File: src/rtl/cache_set_lru_tag_store_unit_defines.svh
// Assertion macros for the cache set LRU tag store.
`ifndef CACHE_SET_LRU_TAG_STORE_UNIT_DEFINES_SVH
`define CACHE_SET_LRU_TAG_STORE_UNIT_DEFINES_SVH
`ifndef NO_ASSERTIONS
`define CSLRU_ASSERT(lbl, prop, msg) \
  lbl: assert property (@(posedge clk_i) disable iff (!rst_ni) prop) else $error(msg);
`define CSLRU_ASSERT_ALWAYS(lbl, prop, msg) \
  lbl: assert property (@(posedge clk_i) prop) else $error(msg);
`else
`define CSLRU_ASSERT(lbl, prop, msg)
`define CSLRU_ASSERT_ALWAYS(lbl, prop, msg)
`endif
`endif

File: src/rtl/cslru_pkg.sv
// Shared types, constants and microcode table of the cache set LRU tag store.
package cslru_pkg;

  localparam int WAYS_DEF     = 8;
  localparam int TAG_BITS_DEF = 20;
  localparam int STAMP_BITS   = 32;
  localparam int CFG_BITS     = 4;
  localparam int APB_DW       = 32;
  localparam int APB_AW       = 2;

  localparam logic [APB_AW-1:0]   ADDR_WAYS_IN_USE = 2'd0;
  localparam logic [CFG_BITS-1:0] WAYS_IN_USE_RST  = 4'd8;

  localparam logic OPC_LOOKUP = 1'b0;
  localparam logic OPC_INSERT = 1'b1;

  localparam int STEP_BITS = 3;
  typedef logic [STEP_BITS-1:0] step_t;

  localparam step_t STEP_IDLE   = 3'd0;
  localparam step_t STEP_SCAN   = 3'd1;
  localparam step_t STEP_DECIDE = 3'd2;
  localparam step_t STEP_EVPREP = 3'd3;
  localparam step_t STEP_SHIFT  = 3'd4;
  localparam step_t STEP_APPEND = 3'd5;
  localparam step_t STEP_TOUCH  = 3'd6;
  localparam step_t STEP_RESULT = 3'd7;

  typedef enum logic [2:0] {
    OP_NONE,
    OP_LOAD,
    OP_SCAN,
    OP_TOUCH,
    OP_EVPREP,
    OP_SHIFT,
    OP_APPEND,
    OP_PUBLISH
  } op_e;

  typedef enum logic [2:0] {
    C_NEVER,
    C_ALWAYS,
    C_NO_INPUT,
    C_SCAN_MORE,
    C_IS_LOOKUP,
    C_NO_EVICT,
    C_SHIFT_MORE,
    C_OUT_BUSY
  } cond_e;

  typedef struct packed {
    op_e   op;
    cond_e cond;
    logic  hold;
    step_t target;
  } uword_t;

  typedef struct packed {
    logic scan_more;
    logic is_lookup;
    logic no_evict;
    logic shift_more;
    logic out_busy;
  } flags_t;

  function automatic uword_t ucode_rom(input step_t step);
    uword_t w;
    case (step)
      STEP_IDLE:   w = '{op: OP_LOAD,    cond: C_NO_INPUT,   hold: 1'b1, target: STEP_IDLE};
      STEP_SCAN:   w = '{op: OP_SCAN,    cond: C_SCAN_MORE,  hold: 1'b0, target: STEP_SCAN};
      STEP_DECIDE: w = '{op: OP_NONE,    cond: C_IS_LOOKUP,  hold: 1'b0, target: STEP_TOUCH};
      STEP_EVPREP: w = '{op: OP_EVPREP,  cond: C_NO_EVICT,   hold: 1'b0, target: STEP_APPEND};
      STEP_SHIFT:  w = '{op: OP_SHIFT,   cond: C_SHIFT_MORE, hold: 1'b0, target: STEP_SHIFT};
      STEP_APPEND: w = '{op: OP_APPEND,  cond: C_ALWAYS,     hold: 1'b0, target: STEP_RESULT};
      STEP_TOUCH:  w = '{op: OP_TOUCH,   cond: C_ALWAYS,     hold: 1'b0, target: STEP_RESULT};
      STEP_RESULT: w = '{op: OP_PUBLISH, cond: C_OUT_BUSY,   hold: 1'b1, target: STEP_RESULT};
      default:     w = '{op: OP_NONE,    cond: C_NEVER,      hold: 1'b0, target: STEP_IDLE};
    endcase
    return w;
  endfunction

endpackage

File: src/rtl/cslru_in_if.sv
// Input item channel of the cache set LRU tag store.
interface cslru_in_if #(
  parameter int TAG_BITS = cslru_pkg::TAG_BITS_DEF
);
  logic                             valid;
  logic                             ready;
  logic                             opcode;
  logic [TAG_BITS-1:0]              tag;
  logic                             line_modified;
  logic [cslru_pkg::STAMP_BITS-1:0] cycle_now;

  modport source (output valid, output opcode, output tag, output line_modified,
                  output cycle_now, input ready);
  modport sink   (input valid, input opcode, input tag, input line_modified,
                  input cycle_now, output ready);
endinterface

File: src/rtl/cslru_out_if.sv
// Result item channel of the cache set LRU tag store.
interface cslru_out_if #(
  parameter int TAG_BITS = cslru_pkg::TAG_BITS_DEF
);
  logic                valid;
  logic                ready;
  logic                hit;
  logic                victim_is_modified;
  logic                all_lines_modified;
  logic                evicted;
  logic [TAG_BITS-1:0] evicted_tag;

  modport source (output valid, output hit, output victim_is_modified,
                  output all_lines_modified, output evicted, output evicted_tag,
                  input ready);
  modport sink   (input valid, input hit, input victim_is_modified,
                  input all_lines_modified, input evicted, input evicted_tag,
                  output ready);
endinterface

File: src/rtl/cslru_ctrl.sv
// Microcode sequencer: step counter, control word table and conditional jumps.
module cslru_ctrl (
  input  logic              clk_i,
  input  logic              rst_ni,
  input  logic              in_valid_i,
  input  cslru_pkg::flags_t flags_i,
  output logic              in_ready_o,
  output cslru_pkg::op_e    op_o
);

  cslru_pkg::step_t  step_q, step_d;
  cslru_pkg::uword_t uw;
  logic              cond_true;

  always_comb begin
    uw = cslru_pkg::ucode_rom(step_q);
    case (uw.cond)
      cslru_pkg::C_NEVER:      cond_true = 1'b0;
      cslru_pkg::C_ALWAYS:     cond_true = 1'b1;
      cslru_pkg::C_NO_INPUT:   cond_true = !in_valid_i;
      cslru_pkg::C_SCAN_MORE:  cond_true = flags_i.scan_more;
      cslru_pkg::C_IS_LOOKUP:  cond_true = flags_i.is_lookup;
      cslru_pkg::C_NO_EVICT:   cond_true = flags_i.no_evict;
      cslru_pkg::C_SHIFT_MORE: cond_true = flags_i.shift_more;
      cslru_pkg::C_OUT_BUSY:   cond_true = flags_i.out_busy;
      default:                 cond_true = 1'b0;
    endcase
    op_o       = (uw.hold && cond_true) ? cslru_pkg::OP_NONE : uw.op;
    in_ready_o = (uw.op == cslru_pkg::OP_LOAD);
    step_d     = cond_true ? uw.target : cslru_pkg::step_t'(step_q + 1'b1);
  end

  always_ff @(posedge clk_i or negedge rst_ni) begin
    if (!rst_ni) begin
      step_q <= cslru_pkg::STEP_IDLE;
    end else begin
      step_q <= step_d;
    end
  end

endmodule

File: src/rtl/cslru_dp.sv
// Datapath: entry registers, scan and shift pointer, victim tracking, result register.
module cslru_dp #(
  parameter int WAYS     = cslru_pkg::WAYS_DEF,
  parameter int TAG_BITS = cslru_pkg::TAG_BITS_DEF
) (
  input  logic                             clk_i,
  input  logic                             rst_ni,
  input  cslru_pkg::op_e                   op_i,
  input  logic [cslru_pkg::CFG_BITS-1:0]   ways_in_use_i,
  input  logic                             in_opcode_i,
  input  logic [TAG_BITS-1:0]              in_tag_i,
  input  logic                             in_line_modified_i,
  input  logic [cslru_pkg::STAMP_BITS-1:0] in_cycle_now_i,
  input  logic                             out_ready_i,
  output logic                             out_valid_o,
  output logic                             out_hit_o,
  output logic                             out_victim_is_modified_o,
  output logic                             out_all_lines_modified_o,
  output logic                             out_evicted_o,
  output logic [TAG_BITS-1:0]              out_evicted_tag_o,
  output cslru_pkg::flags_t                flags_o
);

  localparam int CW   = $clog2(WAYS + 1);
  localparam int IW   = (WAYS > 1) ? $clog2(WAYS) : 1;
  localparam int CMPW = (CW > cslru_pkg::CFG_BITS) ? CW : cslru_pkg::CFG_BITS;
  localparam int SW   = cslru_pkg::STAMP_BITS;

  logic [TAG_BITS-1:0] tag_q   [WAYS];
  logic [SW-1:0]       stamp_q [WAYS];
  logic                dirty_q [WAYS];

  logic [CW-1:0]       count_q;
  logic                out_valid_q;

  logic                opc_q;
  logic [TAG_BITS-1:0] tag_in_q;
  logic                mod_q;
  logic [SW-1:0]       now_q;
  logic                full_nz_q;
  logic [CW-1:0]       i_q;
  logic [IW-1:0]       best_q;
  logic [SW-1:0]       best_stamp_q;
  logic                best_dirty_q;
  logic [TAG_BITS-1:0] best_tag_q;
  logic                allmod_q;
  logic                found_q;
  logic [IW-1:0]       hit_idx_q;
  logic                ev_q;
  logic [TAG_BITS-1:0] evtag_q;

  logic                hit_q;
  logic                vmod_q;
  logic                allm_q;
  logic                evd_q;
  logic [TAG_BITS-1:0] evtag_out_q;

  logic [CMPW-1:0]     ways_ext;
  logic [CMPW-1:0]     cap;
  logic                full;
  logic [CW:0]         i_p1;
  logic [CW:0]         i_p2;
  logic [CW:0]         count_ext;
  logic                scan_act;
  logic                shift_act;
  logic [IW-1:0]       rd_idx;
  logic [TAG_BITS-1:0] rd_tag;
  logic [SW-1:0]       rd_stamp;
  logic                rd_dirty;
  logic [CW-1:0]       app_idx;
  logic                app_act;

  always_comb begin
    ways_ext = CMPW'(ways_in_use_i);
    if (ways_ext == '0) begin
      cap = CMPW'(1);
    end else if (ways_ext > CMPW'(WAYS)) begin
      cap = CMPW'(WAYS);
    end else begin
      cap = ways_ext;
    end
    full      = CMPW'(count_q) >= cap;
    i_p1      = {1'b0, i_q} + {{CW{1'b0}}, 1'b1};
    i_p2      = {1'b0, i_q} + (CW + 1)'(2);
    count_ext = {1'b0, count_q};
    scan_act  = i_q < count_q;
    shift_act = i_p1 < count_ext;
    rd_idx    = (op_i == cslru_pkg::OP_SHIFT) ? i_p1[IW-1:0] : i_q[IW-1:0];
    rd_tag    = tag_q[rd_idx];
    rd_stamp  = stamp_q[rd_idx];
    rd_dirty  = dirty_q[rd_idx];
    app_idx   = count_q - CW'(ev_q);
    app_act   = app_idx < CW'(WAYS);

    flags_o.scan_more  = i_p1 < count_ext;
    flags_o.is_lookup  = (opc_q == cslru_pkg::OPC_LOOKUP);
    flags_o.no_evict   = !full_nz_q;
    flags_o.shift_more = i_p2 < count_ext;
    flags_o.out_busy   = out_valid_q && !out_ready_i;
  end

  always_ff @(posedge clk_i or negedge rst_ni) begin
    if (!rst_ni) begin
      count_q     <= '0;
      out_valid_q <= 1'b0;
    end else begin
      if (op_i == cslru_pkg::OP_APPEND) begin
        count_q <= app_act ? CW'(app_idx + CW'(1)) : app_idx;
      end
      if (op_i == cslru_pkg::OP_PUBLISH) begin
        out_valid_q <= 1'b1;
      end else if (out_ready_i) begin
        out_valid_q <= 1'b0;
      end
    end
  end

  always_ff @(posedge clk_i) begin
    case (op_i)
      cslru_pkg::OP_LOAD: begin
        opc_q     <= in_opcode_i;
        tag_in_q  <= in_tag_i;
        mod_q     <= in_line_modified_i;
        now_q     <= in_cycle_now_i;
        full_nz_q <= full && (count_q != '0);
        i_q       <= '0;
        allmod_q  <= 1'b1;
        found_q   <= 1'b0;
        ev_q      <= 1'b0;
        evtag_q   <= '0;
      end
      cslru_pkg::OP_SCAN: begin
        if (scan_act) begin
          if ((i_q == '0) || (rd_stamp < best_stamp_q)) begin
            best_q       <= i_q[IW-1:0];
            best_stamp_q <= rd_stamp;
            best_dirty_q <= rd_dirty;
            best_tag_q   <= rd_tag;
          end
          if (!rd_dirty) begin
            allmod_q <= 1'b0;
          end
          if (!found_q && (rd_tag == tag_in_q)) begin
            found_q   <= 1'b1;
            hit_idx_q <= i_q[IW-1:0];
          end
          i_q <= i_p1[CW-1:0];
        end
      end
      cslru_pkg::OP_TOUCH: begin
        if (found_q) begin
          stamp_q[hit_idx_q] <= now_q;
        end
      end
      cslru_pkg::OP_EVPREP: begin
        ev_q    <= full_nz_q;
        evtag_q <= full_nz_q ? best_tag_q : '0;
        i_q     <= CW'(best_q);
      end
      cslru_pkg::OP_SHIFT: begin
        if (shift_act) begin
          tag_q[i_q[IW-1:0]]   <= rd_tag;
          stamp_q[i_q[IW-1:0]] <= rd_stamp;
          dirty_q[i_q[IW-1:0]] <= rd_dirty;
          i_q                  <= i_p1[CW-1:0];
        end
      end
      cslru_pkg::OP_APPEND: begin
        if (app_act) begin
          tag_q[app_idx[IW-1:0]]   <= tag_in_q;
          stamp_q[app_idx[IW-1:0]] <= now_q;
          dirty_q[app_idx[IW-1:0]] <= mod_q;
        end
      end
      cslru_pkg::OP_PUBLISH: begin
        hit_q       <= (opc_q == cslru_pkg::OPC_LOOKUP) && found_q;
        vmod_q      <= full_nz_q && best_dirty_q;
        allm_q      <= full_nz_q && allmod_q;
        evd_q       <= ev_q;
        evtag_out_q <= evtag_q;
      end
      default: begin
      end
    endcase
  end

  assign out_valid_o              = out_valid_q;
  assign out_hit_o                = hit_q;
  assign out_victim_is_modified_o = vmod_q;
  assign out_all_lines_modified_o = allm_q;
  assign out_evicted_o            = evd_q;
  assign out_evicted_tag_o        = evtag_out_q;

endmodule

File: src/rtl/cache_set_lru_tag_store_unit.sv
// Top level of the cache set LRU tag store: config register, sequencer and datapath.
//
//  port     | direction | role
//  ---------+-----------+----------------------------------------------
//  in_i     | sink      | item: opcode, tag, line_modified, cycle_now
//  out_o    | source    | item: hit, victim/all-modified, evicted, tag
//  apb      | slave     | ways_in_use at byte address 0
//
//  With n lines held (at least 1), a lookup scans all n entries and an insert
//  may also evict a line: the scan reads one entry per cycle, and an eviction
//  closes the gap one entry per cycle.
//  Reset clears the line count and the sequencer; entries need no clearing.
//  A result waits in the output register; the result step stalls while that
//  register is full and the sink is not ready, and only then is the next item taken.
`include "cache_set_lru_tag_store_unit_defines.svh"
module cache_set_lru_tag_store_unit #(
  parameter int WAYS     = cslru_pkg::WAYS_DEF,
  parameter int TAG_BITS = cslru_pkg::TAG_BITS_DEF
) (
  input  logic                           clk_i,
  input  logic                           rst_ni,
  cslru_in_if.sink                       in_i,
  cslru_out_if.source                    out_o,
  input  logic                           psel,
  input  logic                           penable,
  input  logic                           pwrite,
  input  logic [cslru_pkg::APB_AW-1:0]   paddr,
  input  logic [cslru_pkg::APB_DW-1:0]   pwdata,
  output logic [cslru_pkg::APB_DW-1:0]   prdata,
  output logic                           pready
);

  logic [cslru_pkg::CFG_BITS-1:0] ways_q;
  cslru_pkg::op_e                 op;
  cslru_pkg::flags_t              flags;
  logic                           in_ready;

  always_ff @(posedge clk_i or negedge rst_ni) begin
    if (!rst_ni) begin
      ways_q <= cslru_pkg::WAYS_IN_USE_RST;
    end else if (psel && penable && pwrite && (paddr == cslru_pkg::ADDR_WAYS_IN_USE)) begin
      ways_q <= pwdata[cslru_pkg::CFG_BITS-1:0];
    end
  end

  assign pready = 1'b1;
  assign prdata = (paddr == cslru_pkg::ADDR_WAYS_IN_USE) ?
                  cslru_pkg::APB_DW'(ways_q) : '0;

  cslru_ctrl u_ctrl (
    .clk_i      (clk_i),
    .rst_ni     (rst_ni),
    .in_valid_i (in_i.valid),
    .flags_i    (flags),
    .in_ready_o (in_ready),
    .op_o       (op)
  );

  assign in_i.ready = in_ready;

  cslru_dp #(
    .WAYS     (WAYS),
    .TAG_BITS (TAG_BITS)
  ) u_dp (
    .clk_i                    (clk_i),
    .rst_ni                   (rst_ni),
    .op_i                     (op),
    .ways_in_use_i            (ways_q),
    .in_opcode_i              (in_i.opcode),
    .in_tag_i                 (in_i.tag),
    .in_line_modified_i       (in_i.line_modified),
    .in_cycle_now_i           (in_i.cycle_now),
    .out_ready_i              (out_o.ready),
    .out_valid_o              (out_o.valid),
    .out_hit_o                (out_o.hit),
    .out_victim_is_modified_o (out_o.victim_is_modified),
    .out_all_lines_modified_o (out_o.all_lines_modified),
    .out_evicted_o            (out_o.evicted),
    .out_evicted_tag_o        (out_o.evicted_tag),
    .flags_o                  (flags)
  );

  `CSLRU_ASSERT(a_leave_idle_after_accept, (in_i.valid && in_ready) |=> !in_ready, "item accepted but sequencer stayed idle")
  `CSLRU_ASSERT(a_valid_from_publish, $rose(out_o.valid) |-> $past(op == cslru_pkg::OP_PUBLISH), "result valid without publish step")
  `CSLRU_ASSERT_ALWAYS(a_shift_only_on_insert, (op == cslru_pkg::OP_SHIFT || op == cslru_pkg::OP_APPEND) |-> !flags.is_lookup, "entry rewrite during lookup")

endmodule

File: src/flat_wrapper.sv
// flat-port wrapper written by rule: the top's interface ports become plain ports
module cache_set_lru_tag_store_unit_flat 
#(
  parameter int WAYS     = cslru_pkg::WAYS_DEF,
  parameter int TAG_BITS = cslru_pkg::TAG_BITS_DEF
)
  (clk_i, rst_ni, psel, penable, pwrite, paddr, pwdata, prdata, pready, in_i_valid, in_i_opcode, in_i_tag, in_i_line_modified, in_i_cycle_now, in_i_ready, out_o_valid, out_o_hit, out_o_victim_is_modified, out_o_all_lines_modified, out_o_evicted, out_o_evicted_tag, out_o_ready);
  cslru_in_if #(.TAG_BITS(TAG_BITS)) in_i_i ();
  cslru_out_if #(.TAG_BITS(TAG_BITS)) out_o_i ();
  input  logic clk_i;
  input  logic rst_ni;
  input  logic psel;
  input  logic penable;
  input  logic pwrite;
  input  logic [cslru_pkg::APB_AW-1:0] paddr;
  input  logic [cslru_pkg::APB_DW-1:0] pwdata;
  output logic [cslru_pkg::APB_DW-1:0] prdata;
  output logic pready;
  input wire logic [$bits(in_i_i.valid)-1:0] in_i_valid;
  input wire logic [$bits(in_i_i.opcode)-1:0] in_i_opcode;
  input wire logic [$bits(in_i_i.tag)-1:0] in_i_tag;
  input wire logic [$bits(in_i_i.line_modified)-1:0] in_i_line_modified;
  input wire logic [$bits(in_i_i.cycle_now)-1:0] in_i_cycle_now;
  output wire logic [$bits(in_i_i.ready)-1:0] in_i_ready;
  output wire logic [$bits(out_o_i.valid)-1:0] out_o_valid;
  output wire logic [$bits(out_o_i.hit)-1:0] out_o_hit;
  output wire logic [$bits(out_o_i.victim_is_modified)-1:0] out_o_victim_is_modified;
  output wire logic [$bits(out_o_i.all_lines_modified)-1:0] out_o_all_lines_modified;
  output wire logic [$bits(out_o_i.evicted)-1:0] out_o_evicted;
  output wire logic [$bits(out_o_i.evicted_tag)-1:0] out_o_evicted_tag;
  input wire logic [$bits(out_o_i.ready)-1:0] out_o_ready;
  assign in_i_i.valid = in_i_valid;
  assign in_i_i.opcode = in_i_opcode;
  assign in_i_i.tag = in_i_tag;
  assign in_i_i.line_modified = in_i_line_modified;
  assign in_i_i.cycle_now = in_i_cycle_now;
  assign in_i_ready = in_i_i.ready;
  assign out_o_valid = out_o_i.valid;
  assign out_o_hit = out_o_i.hit;
  assign out_o_victim_is_modified = out_o_i.victim_is_modified;
  assign out_o_all_lines_modified = out_o_i.all_lines_modified;
  assign out_o_evicted = out_o_i.evicted;
  assign out_o_evicted_tag = out_o_i.evicted_tag;
  assign out_o_i.ready = out_o_ready;
  cache_set_lru_tag_store_unit #(.WAYS(WAYS), .TAG_BITS(TAG_BITS)) u_core (.clk_i(clk_i), .rst_ni(rst_ni), .in_i(in_i_i), .out_o(out_o_i), .psel(psel), .penable(penable), .pwrite(pwrite), .paddr(paddr), .pwdata(pwdata), .prdata(prdata), .pready(pready));
endmodule
File: config.mk
export PLATFORM = sky130hd
export DESIGN_NAME = cache_set_lru_tag_store_unit_flat
export DESIGN_NICKNAME = d
export VERILOG_FILES = /design/src/rtl/cslru_pkg.sv /design/src/rtl/cslru_in_if.sv /design/src/rtl/cslru_out_if.sv /design/src/rtl/cslru_ctrl.sv /design/src/rtl/cslru_dp.sv /design/src/rtl/cache_set_lru_tag_store_unit.sv /design/src/flat_wrapper.sv
export VERILOG_INCLUDE_DIRS = /design/src /design/src/rtl
export SDC_FILE = /design/constraint.sdc
export NUM_CORES = 1
export LEC_CHECK = 0
export ABC_AREA = 1
export BUFFER_PORTS_ARGS = -buffer_cell sky130_fd_sc_hd__buf_2
export CAP_MARGIN = 10
export CORE_ASPECT_RATIO = 1.4
export CORE_MARGIN = 8
export CORE_UTILIZATION = 45
export DETAILED_ROUTE_END_ITERATION = 16
export PLACE_DENSITY = 0.65
export SLEW_MARGIN = 5
export SYNTH_ARGS = -nofsm -noshare
export SYNTH_HDL_FRONTEND = slang
export SYNTH_HIERARCHICAL = 1
export SYNTH_SLANG_ARGS = --single-unit
File: constraint.sdc
create_clock -name clk_i -period 7.3 [get_ports clk_i]
set_input_delay 0.73 -clock clk_i [delete_from_list [all_inputs] [get_ports clk_i]]
set_output_delay 0.73 -clock clk_i [all_outputs]
set_load 0.05 [all_outputs]
Word-level counts from Yosys, hierarchy flattened
Memories as Yosys holds them, arrays and structs flattened.
Index checks and enable logic that the tools add are counted.
{ "word_totals": {"regBits": 177, "ram_bits": 424, "rom_bits": 80, "input_bits": 95, "out_inout_bits": 59, "word_cells": 137, "memories": 4} }
{ "op_classes": {"n_addsub": 5, "n_lt_le_gt_ge": 7, "eq_ne": 20, "n_mux": 43, "n_bitwise": 1, "n_reduce_logical": 33} }
{ "mem_list": {"columns": ["memory", "words", "word_bits", "rd", "rd_clocked_by_memory_dff", "write_ports", "line_no", "source"], "rows": [
  ["u_core.u_dp.stamp_q", 8, 32, 1, 0, 1, "cslru_dp.sv:30", "logic [SW-1:0] stamp_q [WAYS];"],
  ["u_core.u_dp.tag_q", 8, 20, 1, 0, 1, "cslru_dp.sv:29", "logic [TAG_BITS-1:0] tag_q [WAYS];"],
  ["(no name shown)", 8, 10, 1, 0, 0, "cslru_pkg.sv:68", "case (step)"],
  ["u_core.u_dp.dirty_q", 8, 1, 1, 0, 1, "cslru_dp.sv:31", "logic dirty_q [WAYS];"]
]} }
{ "ops": {"columns": ["operator", "count"], "rows": [
  ["32-bit 2-to-1 mux", 2],
  ["32-bit OR reduction", 2],
  ["20-bit 2-to-1 mux", 2],
  ["20-bit one-hot mux with 2 select lines", 1],
  ["32-bit < comparator", 1],
  ["3-bit == test (second input constant)", 8],
  ["4-bit 2-to-1 mux", 6],
  ["3-bit 2-to-1 mux", 7],
  ["20-bit == test", 1],
  ["1-bit 2-to-1 mux", 20],
  ["20-bit OR reduction", 1],
  ["4-bit one-hot mux with 4 select lines", 1],
  ["3-bit AND reduction", 5],
  ["3-bit by 2-bit == test with 1-bit output (second input constant)", 4],
  ["1-bit logical AND", 10],
  ["5-bit by 4-bit < comparator with 1-bit output", 2],
  ["3-bit by 1-bit == test with 1-bit output (second input constant)", 3],
  ["4-bit logical NOT", 2],
  ["2-bit != test (second input constant)", 4],
  ["1-bit one-hot mux with 8 select lines", 1],
  ["4-bit nonzero test", 2],
  ["1-bit one-hot mux with 2 select lines", 3],
  ["2-bit nonzero test", 3],
  ["4-bit by 1-bit adder with 5-bit output (second input constant)", 1],
  ["other kinds (14)", 17]
]} }

Logic depth before layout (Yosys ltp)
Gate-level depths: netlist of the first run.
An unclocked memory read counts as a cell.
{ "logic_depth": {"ltp_word": 13, "ltp_mapped": 40, "depth_no_buf": 38} }

Hierarchy
Netlist of the first run, hierarchy kept.
{ "modules_own_cells": {"columns": ["mod", "instances", "cells_each", "area_each_um2", "seq_area_each_um2"], "rows": [
  ["cslru_dp", 1, 1865, 24676.2, 17812.1],
  ["cache_set_lru_tag_store_unit", 1, 61, 462.9, 101.3],
  ["cslru_ctrl", 1, 65, 425.4, 75.1]
]} }

Least setup slack after synthesis of the first run
OpenSTA, ideal clock, no wires.
{ "synth_path": {"path_type": "reg-to-reg", "start": "register u_core.u_dp.i_q[1]", "end": "register u_core.u_dp.best_dirty_q, enable pin", "setup_time_ps": 488, "arrival_ps": 7359, "required_ps": 6812, "slack_ps": -547, "stages_incl_launch_ff": 36, "n_path_buf": 5, "period_less_slack_ps": 7847, "path_cell_list": "edfxtp_1 -> inv_1 -> ha_1 -> ha_1 -> o21ai_1 -> inv_1 -> o21ai_1 -> nand2_1 -> nand2_1 -> nand3_1 -> inv_1 -> buf_4 -> nand3_1 -> nand2_1 -> nand2_1 -> nand2_2 -> nand3_2 -> nand2_1 -> inv_1 -> buf_4 -> nand4_2 -> buf_4 -> buf_2 -> clkbuf_1 -> nand3_1 -> a221o_1 -> o21ai_1 -> ha_1 -> a21oi_1 -> nand3b_1 -> a21oi_1 -> a2111oi_0 -> nand2_1 -> nand2_1 -> nand2_1 -> a21oi_1"} }
{ "synth_via": {"elab_chain_len": 11, "elab_cells_between_ends": 16, "classes_between": "add/sub: 2; order compare: 4; eq/ne: 2; mux: 3; reduce/logical: 4; memory: 1"} }
{ "synth_rtl": {"columns": ["element", "line_no", "source"], "rows": [
  ["start: declaration", "cslru_dp.sv:41", "logic [CW-1:0] i_q;"],
  ["start signal: assignment", "cslru_dp.sv:147", "i_q <= i_p1[CW-1:0];"],
  ["start signal: assignment", "cslru_dp.sv:158", "i_q <= CW'(best_q);"],
  ["start signal: assignment", "cslru_dp.sv:165", "i_q <= i_p1[CW-1:0];"],
  ["4-bit by 1-bit adder with 5-bit output", "cslru_dp.sv:83", "i_p1 = {1'b0, i_q} + {{CW{1'b0}}, 1'b1};"],
  ["5-bit by 4-bit < comparator with 1-bit output", null, null],
  ["named net u_core.u_dp.shift_act", "cslru_dp.sv:65", "logic shift_act;"],
  ["1-bit one-hot mux with 8 select lines", "cslru_ctrl.sv:17", "case (uw.cond)"],
  ["1-bit logical AND", "cslru_ctrl.sv:28", "op_o = (uw.hold && cond_true) ? cslru_pkg::OP_NONE : uw.op;"],
  ["3-bit 2-to-1 mux", "cslru_ctrl.sv:28", null],
  ["named net u_core.op[2]", "cache_set_lru_tag_store_unit.sv:34", "cslru_pkg::op_e op;"],
  ["3-bit == test", "cslru_dp.sv:88", "rd_idx = (op_i == cslru_pkg::OP_SHIFT) ? i_p1[IW-1:0] : i_q[IW-1:0];"],
  ["3-bit 2-to-1 mux", "cslru_dp.sv:88", null],
  ["memory 8 x 32 bit", null, null],
  ["named net u_core.u_dp.rd_stamp[9]", "cslru_dp.sv:68", "logic [SW-1:0] rd_stamp;"],
  ["32-bit < comparator", "cslru_dp.sv:134", "if ((i_q == '0) || (rd_stamp < best_stamp_q)) begin"],
  ["1-bit logical OR", "cslru_dp.sv:134", null],
  ["3-bit AND reduction (no line)", null, null],
  ["end signal: assignment", "cslru_dp.sv:137", "best_dirty_q <= rd_dirty;"],
  ["end: declaration", "cslru_dp.sv:44", "logic best_dirty_q;"]
]} }
The timed path passes the listed nets, and every way through them passes these cells.
A chain may end at the register's enable or synchronous reset.

==> impl_table.tex, run 1 <==
\begin{tabular}{lr}
\hline
Metric & Value \\
\hline
\multicolumn{2}{l}{\textbf{Clock network}} \\
Cell at the root of the clock tree & sky130\_fd\_sc\_hd\_\_clkbuf\_16 \\
Hold buffer count at cts & 1 \\
H-tree depth & 2 \\
Clock buffer count from CTS & 56 \\
CTS tree & built \\
Sink Count & 601 \\
Clk slew on worst S/H paths & 0.06 ns \\
Number of setup buffers added after CTS & 0 \\
Worst-skew pair later-pin latency & 0.65 ns \\
CTS Buffer Depth & 3 \\
Resize count post-CTS & 0 \\
\multicolumn{2}{l}{\textbf{Setup path}} \\
Critical path arrival & 6.84 ns \\
Highest fanout seen on the critical path & 96 \\
Critical R2R Launch & u\_core/u\_dp/i\_q[1] \\
Setup slack, reg-to-reg & 0.72 ns \\
Cell at the slowest stage of the critical path & sky130\_fd\_sc\_hd\_\_edfxtp\_1 \\
Number of buffers and inverters on the critical path & 7 \\
Category of cells accounting for the largest share of critical-path delay & simple AND/OR/NAND/NOR gates \\
Start-to-end type of the worst setup path & reg2reg \\
Cell count of the worst reg-to-reg path & 33 \\
Category of the worst setup path capture point & flop \\
Delay contributed by the slowest stage of the critical path & 0.59 ns \\
Critical path startpoint category & flop \\
Capturing point of the worst reg2reg path & u\_core/u\_dp/best\_stamp\_q[6] \\
Critical path required time & 7.56 ns \\
Most used cell, CP & sky130\_fd\_sc\_hd\_\_nand2\_1 \\
\multicolumn{2}{l}{\textbf{Logic synthesis}} \\
Netlist cell types & 52 \\
Average cell area after synthesis & 12.8 um2 \\
Async S/R FF share, synth & 0.0200 \\
Post-synth design cell area & 25600 um2 \\
Yosys warns & 6 \\
Proportion of synthesized chip area in sequential cells & 0.704 \\
Number of enable-type register cells in the synthesized netlist & 589 \\
Flop and latch count out of synthesis & 601 \\
Synthesized instance count & 1991 \\
Predominant post-synthesis flop cell & sky130\_fd\_sc\_hd\_\_edfxtp\_1 \\
\multicolumn{2}{l}{\textbf{STA}} \\
Slew margin rel. & 0.387 \\
Final worst path period need & 6.58 ns \\
Number of endpoints with negative hold slack in the final report & 0 \\
Min Hold Slack & 0.259 ns \\
Transition time at the pin with the least slew margin & 0.920 ns \\
Setup repair after global routing missed its margin & no \\
Final clock skew & 0.0729 ns \\
Total negative slack for setup checks & 0 ns \\
Endpoints failing setup & 0 \\
Maximum achievable frequency & 152 MHz \\
Count of pins over their slew limit & 0 \\
Part of the cycle the worst path needs & 0.901 \\
\multicolumn{2}{l}{\textbf{Layout}} \\
Layout overhead on the synthesized area & 12.8\% \\
Combined area of the multi-input logic cells & 6400 um2 \\
FF/Latch Area & 18000 um2 \\
Share of final-layout standard cells stronger than drive strength 1 & 0.134 \\
Number of filler instances in the final layout & 4650 \\
Diode count & 0 \\
Post-layout net count & 2237 \\
Filler-free cell count of the finished design & 2869 \\
\multicolumn{2}{l}{\textbf{Floorplan}} \\
Placeable core region & 56300 um2 \\
IO Count & 154 \\
Chip height & 298 um \\
X dimension of the die & 217 um \\
Number of standard-cell rows in the floorplan & 103 \\
Initial core utilization & 0.454 \\
DIE AREA & 64800 um2 \\
\multicolumn{2}{l}{\textbf{Placement}} \\
HPWL reported at the end of detailed placement & 34500 um \\
Placed Cells incl. Taps & 2765 \\
Number of buffer cells added on primary ports & 96 \\
Final weighted congestion of routability-driven global placement & 0.801 \\
\multicolumn{2}{l}{\textbf{Worst hold path}} \\
Hold path endpoint & u\_core/u\_dp/tag\_in\_q[12] \\
Worst Hold Launch & in\_i\_tag[12] \\
HP Class & in2reg \\
Min-Delay Path Depth & 1 \\
\multicolumn{2}{l}{\textbf{Detailed routing}} \\
Drc violations & 0 \\
Count of antenna-violating nets left after detailed routing & 0 \\
Starting DRC count in detailed routing & 1112 \\
Detail-routed via count per cell & 5.49 \\
Routed len/inst & 20.2 um \\
Detailed-routing iteration count for the pre-antenna-repair pass & 5 \\
Count of vias placed by the detailed router & 15800 \\
Aggregate routed wire length & 57900 um \\
\multicolumn{2}{l}{\textbf{GRT}} \\
Global-route wire length before repair & 89300 um \\
All-layer global routing usage & 0.175 \\
Vias in the first global route & 16100 \\
Remaining global-route overflow & 0 \\
Maximum number of pins on one net before global-route repair & 142 \\
Initial antenna violation count & 0 \\
\multicolumn{2}{l}{\textbf{Status}} \\
Result of the run & complete, no violations \\
\multicolumn{2}{l}{\textbf{Job}} \\
Max Cap Viol & 0 \\
\hline
\end{tabular}
-- routing by layer --
layer | share of wire | track usage
met4 | 0.028 | 0.0624
met1 | 0.38 | 0.199
met2 | 0.54 | 0.327
met3 | 0.049 | 0.0273
met5 | 0 | 0
-- synth_stat cells, drive strengths merged, types with 3 or more instances --
cell    count  share of area
edfxtp    589           0.69
xnor2       3         0.0010
xor2       11         0.0038
mux2i      31          0.012
buf        86          0.022
o21ai     162          0.033
a21oi     171          0.033
clkbuf     47         0.0069
ha         53          0.026
o22ai       4        0.00098
o21a        9         0.0026
o211ai     35          0.010
inv       188          0.028
nor3        6         0.0012
a32o       31          0.012
dfrtp      11          0.011
nand2     290          0.044
nand4       8         0.0022
nor2       80          0.013
nand3     123          0.025
a221o      31          0.012
-- worst max-delay path by stage --
stage,startpoint,end,cells after the start
global route,u_core/u_dp/i_q[1],u_core/u_dp/best_stamp_q[3],33
floorplan,u_core/u_dp/i_q[1],u_core/u_dp/best_dirty_q,35
CTS,u_core/u_dp/i_q[1],u_core/u_dp/best_stamp_q[6],33
finish,u_core/u_dp/i_q[1],u_core/u_dp/best_stamp_q[6],33
detailed placement,u_core/u_dp/i_q[1],u_core/u_dp/best_tag_q[18],33
global placement,u_core/u_dp/i_q[1],u_core/u_dp/best_stamp_q[9],36
-- metrics by stage --
step                 util  setup slack, ns  instance area [um2]
floorplan               -            0.580                25700
global placement    0.480            0.820                27000
detailed placement  0.480            0.793                27000
CTS                 0.512            0.734                28800
global route        0.512            0.157                28800
finish              0.512            0.722                28800
-- kinds of logic (layout without fill, tap and decap cells) --
logic type,count (synthesis),count (layout),synth area share
AO/OA/AOI/OAI,456,456,0.109
XOR/XNOR,14,14,0.00480
adder cells (fa/ha/maj),53,53,0.0259
buffers and inverters,321,437,0.0570
flip-flops,601,601,0.704
multiplexers,31,31,0.0121
other,2,29,0.000294
AND/OR/NAND/NOR,513,513,0.0874
-- cells in the final DEF (no fill, tap or decap), types with 8 or more instances in the layout --
cell                        netlist  routed
sky130_fd_sc_hd__o21a_1           9       9
sky130_fd_sc_hd__o211ai_1        35      35
sky130_fd_sc_hd__inv_1          175     175
sky130_fd_sc_hd__nand3_1        121     121
sky130_fd_sc_hd__o21ai_1         63      62
sky130_fd_sc_hd__conb_1           2      29
sky130_fd_sc_hd__clkbuf_1        47      14
sky130_fd_sc_hd__mux2i_1         31      31
sky130_fd_sc_hd__dfrtp_1         11      11
sky130_fd_sc_hd__a32o_1          31      31
sky130_fd_sc_hd__buf_2           29      96
sky130_fd_sc_hd__xor2_1          11      11
sky130_fd_sc_hd__clkinv_2         0      12
sky130_fd_sc_hd__clkinv_1         0       8
sky130_fd_sc_hd__o21ai_0         96      96
sky130_fd_sc_hd__nor2_1          73      59
sky130_fd_sc_hd__inv_2           12      11
sky130_fd_sc_hd__a221o_1         31      31
sky130_fd_sc_hd__a21oi_1        171     170
sky130_fd_sc_hd__edfxtp_1       589     589
sky130_fd_sc_hd__clkbuf_16        0      56
sky130_fd_sc_hd__nand2_1        280     280
sky130_fd_sc_hd__nor2_4           2      16
sky130_fd_sc_hd__buf_4           46      38
sky130_fd_sc_hd__buf_12           0      11
sky130_fd_sc_hd__ha_1            53      53
-- sequential cells by signal (all words and copies together), names as in the netlist, 2 cells and up, named ones only --
| signal | flops |
|---|---|
| u_core/u_ctrl/step_q | 2 |
| u_core/u_dp/best_q | 3 |
| u_core/u_dp/best_stamp_q | 32 |
| u_core/u_dp/best_tag_q | 20 |
| u_core/u_dp/count_q | 4 |
| u_core/u_dp/dirty_q | 8 |
| u_core/u_dp/evtag_q | 20 |
| u_core/u_dp/hit_idx_q | 3 |
| u_core/u_dp/i_q | 4 |
| u_core/u_dp/now_q | 32 |
| u_core/u_dp/out_evicted_tag_o | 20 |
| u_core/u_dp/stamp_q | 256 |
| u_core/u_dp/tag_in_q | 20 |
| u_core/u_dp/tag_q | 160 |
| u_core/ways_q | 4 |
-- layout make-up --
type,instances,area share
Clock buffer,70,0.0504
Clock inverter,33,0.0129
Inverter,188,0.0247
Multi-Input combinational cell,1096,0.222
Sequential cell,601,0.624
Tap cell,735,0.0319
Timing Repair Buffer,146,0.0345
Power of run 1 is not shown: default switching activity piles up to over one toggle a cycle in this logic, so the estimate is an artifact.
==> inputs of run 2 (changes only) <==
--- a/config.mk
+++ b/config.mk
@@ -9,11 +9,13 @@
 export ABC_AREA = 1
 export BUFFER_PORTS_ARGS = -buffer_cell sky130_fd_sc_hd__buf_2
 export CAP_MARGIN = 10
+export CELL_PAD_IN_SITES_DETAIL_PLACEMENT = 1
+export CELL_PAD_IN_SITES_GLOBAL_PLACEMENT = 2
 export CORE_ASPECT_RATIO = 1.4
 export CORE_MARGIN = 8
-export CORE_UTILIZATION = 45
+export CORE_UTILIZATION = 39
 export DETAILED_ROUTE_END_ITERATION = 16
-export PLACE_DENSITY = 0.65
+export PLACE_DENSITY = 0.77
 export SLEW_MARGIN = 5
 export SYNTH_ARGS = -nofsm -noshare
 export SYNTH_HDL_FRONTEND = slang
==> impl_table.tex, run 2 (synthesis results as in run 1) <==
\begin{tabular}{lr}
\hline
Metric & Value \\
\hline
\multicolumn{2}{l}{\textbf{Detailed routing}} \\
Detail-routed via count per cell & 5.33 \\
Count of vias placed by the detailed router & 15900 \\
Count of antenna-violating nets left after detailed routing & 0 \\
Starting DRC count in detailed routing & 719 \\
Detailed-routing iteration count for the pre-antenna-repair pass & 4 \\
Drc violations & 0 \\
Routed len/inst & 21.9 um \\
Aggregate routed wire length & 65500 um \\
\multicolumn{2}{l}{\textbf{Placement}} \\
Setup slack at placement & 0.470 ns \\
Final weighted congestion of routability-driven global placement & 0.769 \\
Number of buffer cells added on primary ports & 96 \\
HPWL reported at the end of detailed placement & 38600 um \\
\multicolumn{2}{l}{\textbf{Clock network}} \\
H-tree depth & 2 \\
CTS tree & built \\
Resize count post-CTS & 0 \\
CTS Buffer Depth & 3 \\
Number of setup buffers added after CTS & 0 \\
Sink Count & 601 \\
Clock buffer count from CTS & 59 \\
Hold buffer count at cts & 1 \\
Clk slew on worst S/H paths & 0.06 ns \\
Worst-skew pair later-pin latency & 0.66 ns \\
Cell at the root of the clock tree & sky130\_fd\_sc\_hd\_\_clkbuf\_16 \\
\multicolumn{2}{l}{\textbf{STA}} \\
Setup repair after global routing missed its margin & no \\
Maximum achievable frequency & 147 MHz \\
Number of endpoints with negative hold slack in the final report & 0 \\
Final worst path period need & 6.81 ns \\
Final clock skew & 0.0617 ns \\
Fin worst setup slack & 0.491 ns \\
Total negative slack for setup checks & 0 ns \\
Slew margin rel. & 0.359 \\
Part of the cycle the worst path needs & 0.933 \\
Transition time at the pin with the least slew margin & 0.962 ns \\
Endpoints failing setup & 0 \\
Count of pins over their slew limit & 0 \\
\multicolumn{2}{l}{\textbf{Worst hold path}} \\
Worst Hold Launch & in\_i\_cycle\_now[12] \\
HP Class & in2reg \\
Min-Delay Path Depth & 1 \\
Hold path endpoint & u\_core/u\_dp/now\_q[12] \\
\multicolumn{2}{l}{\textbf{GRT}} \\
Initial antenna violation count & 1 \\
Vias in the first global route & 17400 \\
Maximum number of pins on one net before global-route repair & 142 \\
Remaining global-route overflow & 0 \\
All-layer global routing usage & 0.173 \\
Global-route wire length before repair & 99600 um \\
\multicolumn{2}{l}{\textbf{Layout}} \\
Share of final-layout standard cells stronger than drive strength 1 & 0.136 \\
Most common cell after layout, fill and taps aside & sky130\_fd\_sc\_hd\_\_edfxtp\_1 \\
Post-layout net count & 2240 \\
Largest register by flop count & u\_core/u\_dp/stamp\_q \\
Largest register FFs & 256 \\
Commonest cells after routing, fill and taps aside & 589 x sky130\_fd\_sc\_hd\_\_edfxtp\_1, 280 x sky130\_fd\_sc\_hd\_\_nand2\_1, 175 x sky130\_fd\_sc\_hd\_\_inv\_1, 170 x sky130\_fd\_sc\_hd\_\_a21oi\_1, 121 x sky130\_fd\_sc\_hd\_\_nand3\_1 \\
Layout overhead on the synthesized area & 13.5\% \\
\multicolumn{2}{l}{\textbf{Setup path}} \\
Number of logic stages on the critical path including buffering & 31 \\
Highest fanout seen on the critical path & 44 \\
Setup slack, reg-to-reg & 0.49 ns \\
Critical path arrival & 7.09 ns \\
Number of buffers and inverters on the critical path & 6 \\
Cell at the slowest stage of the critical path & sky130\_fd\_sc\_hd\_\_edfxtp\_1 \\
Cell count of the worst reg-to-reg path & 31 \\
Critical path required time & 7.58 ns \\
Delay contributed by the slowest stage of the critical path & 0.58 ns \\
Capturing point of the worst reg2reg path & u\_core/u\_dp/best\_stamp\_q[2] \\
Critical path startpoint category & flop \\
Start-to-end type of the worst setup path & reg2reg \\
Category of the worst setup path capture point & flop \\
Most used cell, CP & sky130\_fd\_sc\_hd\_\_nand2\_1 \\
Category of cells accounting for the largest share of critical-path delay & compound AO/OA/AOI/OAI gates \\
Critical R2R Launch & u\_core/u\_dp/i\_q[1] \\
\multicolumn{2}{l}{\textbf{Floorplan}} \\
DIE AREA & 74100 um2 \\
Number of standard-cell rows in the floorplan & 111 \\
Initial core utilization & 0.392 \\
Placeable core region & 65100 um2 \\
X dimension of the die & 232 um \\
IO Count & 154 \\
Chip height & 319 um \\
\multicolumn{2}{l}{\textbf{Status}} \\
Result of the run & complete, no violations \\
\multicolumn{2}{l}{\textbf{Job}} \\
Max Cap Viol & 0 \\
\hline
\end{tabular}
[run 2: cell types whose count changed in the layout (fill, tap and decap cells not counted), moves of 2 or more]
cell	previous run	this run
sky130_fd_sc_hd__clkbuf_1	14	10
sky130_fd_sc_hd__clkbuf_16	56	60
sky130_fd_sc_hd__clkinv_1	8	13
sky130_fd_sc_hd__clkinv_2	12	16
sky130_fd_sc_hd__clkinv_4	2	0
sky130_fd_sc_hd__clkinvlp_4	4	2
sky130_fd_sc_hd__nor2_2	4	7
sky130_fd_sc_hd__nor2_4	16	13
[run 2: worst max-delay path by stage]
stage,start,to
after floorplan,u_core/u_dp/i_q[1],u_core/u_dp/best_dirty_q
after global routing,u_core/u_dp/i_q[1],u_core/u_dp/best_stamp_q[2]
after global placement,u_core/u_dp/i_q[1],u_core/u_dp/best_tag_q[15]
after detailed placement,u_core/u_dp/i_q[1],u_core/u_dp/best_tag_q[16]
final,u_core/u_dp/i_q[1],u_core/u_dp/best_stamp_q[2]
after CTS,u_core/u_dp/i_q[1],u_core/u_dp/best_stamp_q[2]
[run 2: routing by layer]
layer / global-route usage / up-vias / wire, um
li1: - / 7387 / -
met1: 0.190 / 8128 / 25200
met2: 0.332 / 288 / 35900
met3: 0.0241 / 112 / 2300
met4: 0.0625 / 0 / 2100
met5: 0 / - / 0
[run 2: cell type report]
class / instances / area, um2
Antenna cell: 1 / 2.50
Tap cell: 847 / 1060
Clock inverter: 38 / 358
Clock buffer: 70 / 1540
Sequential cell: 601 / 18000
Timing Repair Buffer: 146 / 983
Inverter: 188 / 712
Fill cell: 6701 / 36100
Multi-Input combinational cell: 1096 / 6380
[run 2: stage by stage]
stage	std cells	hold WS, ns	utilization	cell area [um2]
floorplan	2018	0.400	-	25700
global placement	2877	0.405	0.416	27100
detailed placement	2877	0.406	0.416	27100
CTS	2986	0.213	0.446	29000
global route	2987	0.233	0.446	29000
finish	2987	0.249	0.446	29000
[run 2: worst register-to-register path: cells and delay by family, from the launching register on]
family | cells | cell delay (ns)
AND/OR/NAND/NOR | 14 | 1.97
AO/OA/AOI/OAI | 9 | 2.08
adder cells (fa/ha/maj) | 2 | 0.66
flip-flops | 1 | 0.58
buffers and inverters | 6 | 1.16
Power of run 2 is left out for the same reason.
==> inputs of run 3 (changes only) <==
--- a/config.mk
+++ b/config.mk
@@ -13,11 +13,10 @@
 export CELL_PAD_IN_SITES_GLOBAL_PLACEMENT = 2
 export CORE_ASPECT_RATIO = 1.4
 export CORE_MARGIN = 8
-export CORE_UTILIZATION = 39
+export CORE_UTILIZATION = 38
 export DETAILED_ROUTE_END_ITERATION = 16
 export PLACE_DENSITY = 0.77
 export SLEW_MARGIN = 5
 export SYNTH_ARGS = -nofsm -noshare
 export SYNTH_HDL_FRONTEND = slang
-export SYNTH_HIERARCHICAL = 1
 export SYNTH_SLANG_ARGS = --single-unit
==> impl_table.tex, run 3 <==
\begin{tabular}{lr}
\hline
Metric & Value \\
\hline
\multicolumn{2}{l}{\textbf{Detailed routing}} \\
Starting DRC count in detailed routing & 886 \\
Drc violations & 0 \\
Count of antenna-violating nets left after detailed routing & 0 \\
Detail-routed via count per cell & 5.23 \\
Routed length on met3 & 2460 um \\
Aggregate routed wire length & 67300 um \\
Detailed-routing iteration count for the pre-antenna-repair pass & 5 \\
Met1 WL & 27000 um \\
Top metal layer carrying routed signals & met4 \\
Met2 wire length & 35300 um \\
Routed len/inst & 22.0 um \\
Count of vias placed by the detailed router & 16000 \\
\multicolumn{2}{l}{\textbf{GRT}} \\
Vias in the first global route & 17500 \\
All-layer global routing usage & 0.179 \\
Remaining global-route overflow & 0 \\
Global-route wire length before repair & 103000 um \\
Maximum number of pins on one net before global-route repair & 90 \\
Initial antenna violation count & 1 \\
\multicolumn{2}{l}{\textbf{Setup path}} \\
Critical path required time & 7.60 ns \\
Setup slack, reg-to-reg & 1.00 ns \\
Critical R2R Launch & u\_core.u\_dp.i\_q[1] \\
Number of logic stages on the critical path including buffering & 24 \\
Category of cells accounting for the largest share of critical-path delay & compound AO/OA/AOI/OAI gates \\
Number of buffers and inverters on the critical path & 3 \\
Critical path startpoint category & flop \\
Worst-path cell chain & ha\_1, xor2\_1, o21ai\_0, inv\_1, ha\_1, nand4\_1, nand3\_1, nand3\_2, nand3\_4, nand3\_4, o21ai\_4, buf\_4, nand3\_1, nand3\_1, nand2\_1, ha\_1, a21oi\_1, nor2\_1, a211oi\_1, o221ai\_1, a21oi\_1, nand2\_1, a21oi\_4, buf\_4 \\
Cell count of the worst reg-to-reg path & 24 \\
Highest fanout seen on the critical path & 19 \\
Launch point of the worst path & u\_core.u\_dp.i\_q[1] \\
Critical path arrival & 6.60 ns \\
Delay contributed by the slowest stage of the critical path & 0.82 ns \\
Start-to-end type of the worst setup path & reg2reg \\
Capturing point of the worst reg2reg path & u\_core.u\_dp.best\_tag\_q[18] \\
Category of the worst setup path capture point & flop \\
Cell at the slowest stage of the critical path & sky130\_fd\_sc\_hd\_\_o21ai\_4 \\
\multicolumn{2}{l}{\textbf{Worst hold path}} \\
HP Class & in2async \\
\multicolumn{2}{l}{\textbf{Logic synthesis}} \\
Proportion of synthesized chip area in sequential cells & 0.711 \\
Yosys warns & 0 \\
Netlist cell types & 52 \\
Yosys top cell by area & sky130\_fd\_sc\_hd\_\_edfxtp\_1 \\
Async S/R FF share, synth & 0.0200 \\
Commonest cells in the synthesized netlist & 589 x sky130\_fd\_sc\_hd\_\_edfxtp\_1, 425 x sky130\_fd\_sc\_hd\_\_nand2\_1, 206 x sky130\_fd\_sc\_hd\_\_nand3\_1 \\
Post-synth design cell area & 25300 um2 \\
Top cells by area, synth & sky130\_fd\_sc\_hd\_\_edfxtp\_1 70\%, sky130\_fd\_sc\_hd\_\_nand2\_1 6.3\%, sky130\_fd\_sc\_hd\_\_nand3\_1 4.1\% \\
Number of enable-type register cells in the synthesized netlist & 589 \\
Average cell area after synthesis & 12.3 um2 \\
Most frequent cell after synthesis & sky130\_fd\_sc\_hd\_\_edfxtp\_1 \\
Flop and latch count out of synthesis & 601 \\
Synthesized instance count & 2062 \\
Predominant post-synthesis flop cell & sky130\_fd\_sc\_hd\_\_edfxtp\_1 \\
Yosys top cell area share & 0.699 \\
\multicolumn{2}{l}{\textbf{STA}} \\
Number of endpoints with negative hold slack in the final report & 0 \\
Setup repair after global routing missed its margin & no \\
Count of pins over their slew limit & 0 \\
Final worst path period need & 6.30 ns \\
Maximum achievable frequency & 159 MHz \\
Final clock skew & 0.0189 ns \\
Slew margin rel. & 0.261 \\
Total negative slack for setup checks & 0 ns \\
Endpoints failing setup & 0 \\
Part of the cycle the worst path needs & 0.863 \\
Transition time at the pin with the least slew margin & 1.11 ns \\
\multicolumn{2}{l}{\textbf{Floorplan}} \\
IO Count & 154 \\
Number of standard-cell rows in the floorplan & 112 \\
Chip height & 321 um \\
Placeable core region & 66300 um2 \\
Initial core utilization & 0.382 \\
X dimension of the die & 234 um \\
DIE AREA & 75200 um2 \\
\multicolumn{2}{l}{\textbf{Layout}} \\
Combined area of the multi-input logic cells & 6370 um2 \\
Number of filler instances in the final layout & 6983 \\
Most common cell after layout, fill and taps aside & sky130\_fd\_sc\_hd\_\_edfxtp\_1 \\
Share of final-layout standard cells stronger than drive strength 1 & 0.123 \\
Largest register by flop count & u\_core.u\_dp.stamp\_q \\
Fin area & 28500 um2 \\
FF/Latch Area & 18000 um2 \\
Diode count & 0 \\
Commonest cells after routing, fill and taps aside & 589 x sky130\_fd\_sc\_hd\_\_edfxtp\_1, 425 x sky130\_fd\_sc\_hd\_\_nand2\_1, 206 x sky130\_fd\_sc\_hd\_\_nand3\_1, 165 x sky130\_fd\_sc\_hd\_\_nor2\_1, 142 x sky130\_fd\_sc\_hd\_\_inv\_1 \\
Largest register FFs & 256 \\
Layout overhead on the synthesized area & 12.8\% \\
Post-layout net count & 2311 \\
\multicolumn{2}{l}{\textbf{Clock network}} \\
Hold buffer count at cts & 0 \\
CTS Buffer Depth & 3 \\
CTS tree & built \\
Clk slew on worst S/H paths & 0.06 ns \\
Worst-skew pair later-pin latency & 0.61 ns \\
Cell at the root of the clock tree & sky130\_fd\_sc\_hd\_\_clkbuf\_16 \\
Sink Count & 601 \\
Number of setup buffers added after CTS & 0 \\
Resize count post-CTS & 0 \\
Clock buffer count from CTS & 59 \\
H-tree depth & 2 \\
\multicolumn{2}{l}{\textbf{Placement}} \\
Final weighted congestion of routability-driven global placement & 0.748 \\
Cell Area, Placed & 26800 um2 \\
Number of buffer cells added on primary ports & 96 \\
HPWL reported at the end of detailed placement & 40500 um \\
\multicolumn{2}{l}{\textbf{Job}} \\
Max Cap Viol & 0 \\
\multicolumn{2}{l}{\textbf{Status}} \\
Result of the run & complete, no violations \\
\hline
\end{tabular}
-- run 3: changes by cell type in the layout (fill, tap and decap cells not counted), sizes merged, moves of 31 or more --
cell / before / now
a21oi: 171 / 26
nor2: 80 / 189
a221o: 31 / 0
nand3: 123 / 209
a31oi: 1 / 33
a32o: 31 / 0
inv: 188 / 150
nand2: 290 / 434
mux2i: 31 / 0
-- run 3: through the flow --
| step | std cells | hold WS (ns) | setup slack (ns) | util |
|---|---|---|---|---|
| finish | 3060 | 0.0435 | 1.00 | 0.430 |
| global route | 3060 | 0.0349 | 0.603 | 0.430 |
| floorplan | 2089 | 0.400 | 1.03 | - |
| global placement | 2956 | 0.403 | 1.07 | 0.405 |
| detailed placement | 2956 | 0.408 | 1.03 | 0.405 |
| CTS | 3060 | 0.0110 | 0.983 | 0.430 |
-- run 3: worst max-delay path by stage --
stage	endpoint	slack, ns
after floorplan	u_core.u_dp.best_dirty_q	1.03
after global placement	u_core.u_dp.best_tag_q[13]	1.07
after detailed placement	u_core.u_dp.best_tag_q[0]	1.03
after CTS	u_core.u_dp.best_tag_q[17]	0.98
after global routing	u_core.u_dp.best_tag_q[18]	0.60
final	u_core.u_dp.best_tag_q[18]	1.00
-- run 3: final cells by class --
cell class | count | area share
Clock buffer | 75 | 0.0539
Clock inverter | 29 | 0.00509
Inverter | 149 | 0.0197
Multi-Input combinational cell | 1217 | 0.223
Sequential cell | 601 | 0.631
Tap cell | 855 | 0.0375
Timing Repair Buffer | 134 | 0.0299
-- run 3: kinds of logic (layout without fill, tap and decap cells) --
family / Yosys count / after routing / synth area share
other cells: 2 / 29 / 0.000297
buf+inv: 271 / 387 / 0.0487
compound gates: 264 / 264 / 0.0654
fa+ha+maj: 54 / 54 / 0.0267
xor+xnor: 15 / 15 / 0.00519
simple gates: 855 / 855 / 0.142
flops: 601 / 601 / 0.711
-- run 3: per-layer routing --
layer / vias to the layer above / GRT usage
met5: - / 0
met4: 0 / 0.0714
met3: 136 / 0.0252
met2: 331 / 0.326
met1: 8101 / 0.208
li1: 7435 / -
Power of run 3 is left out for the same reason.
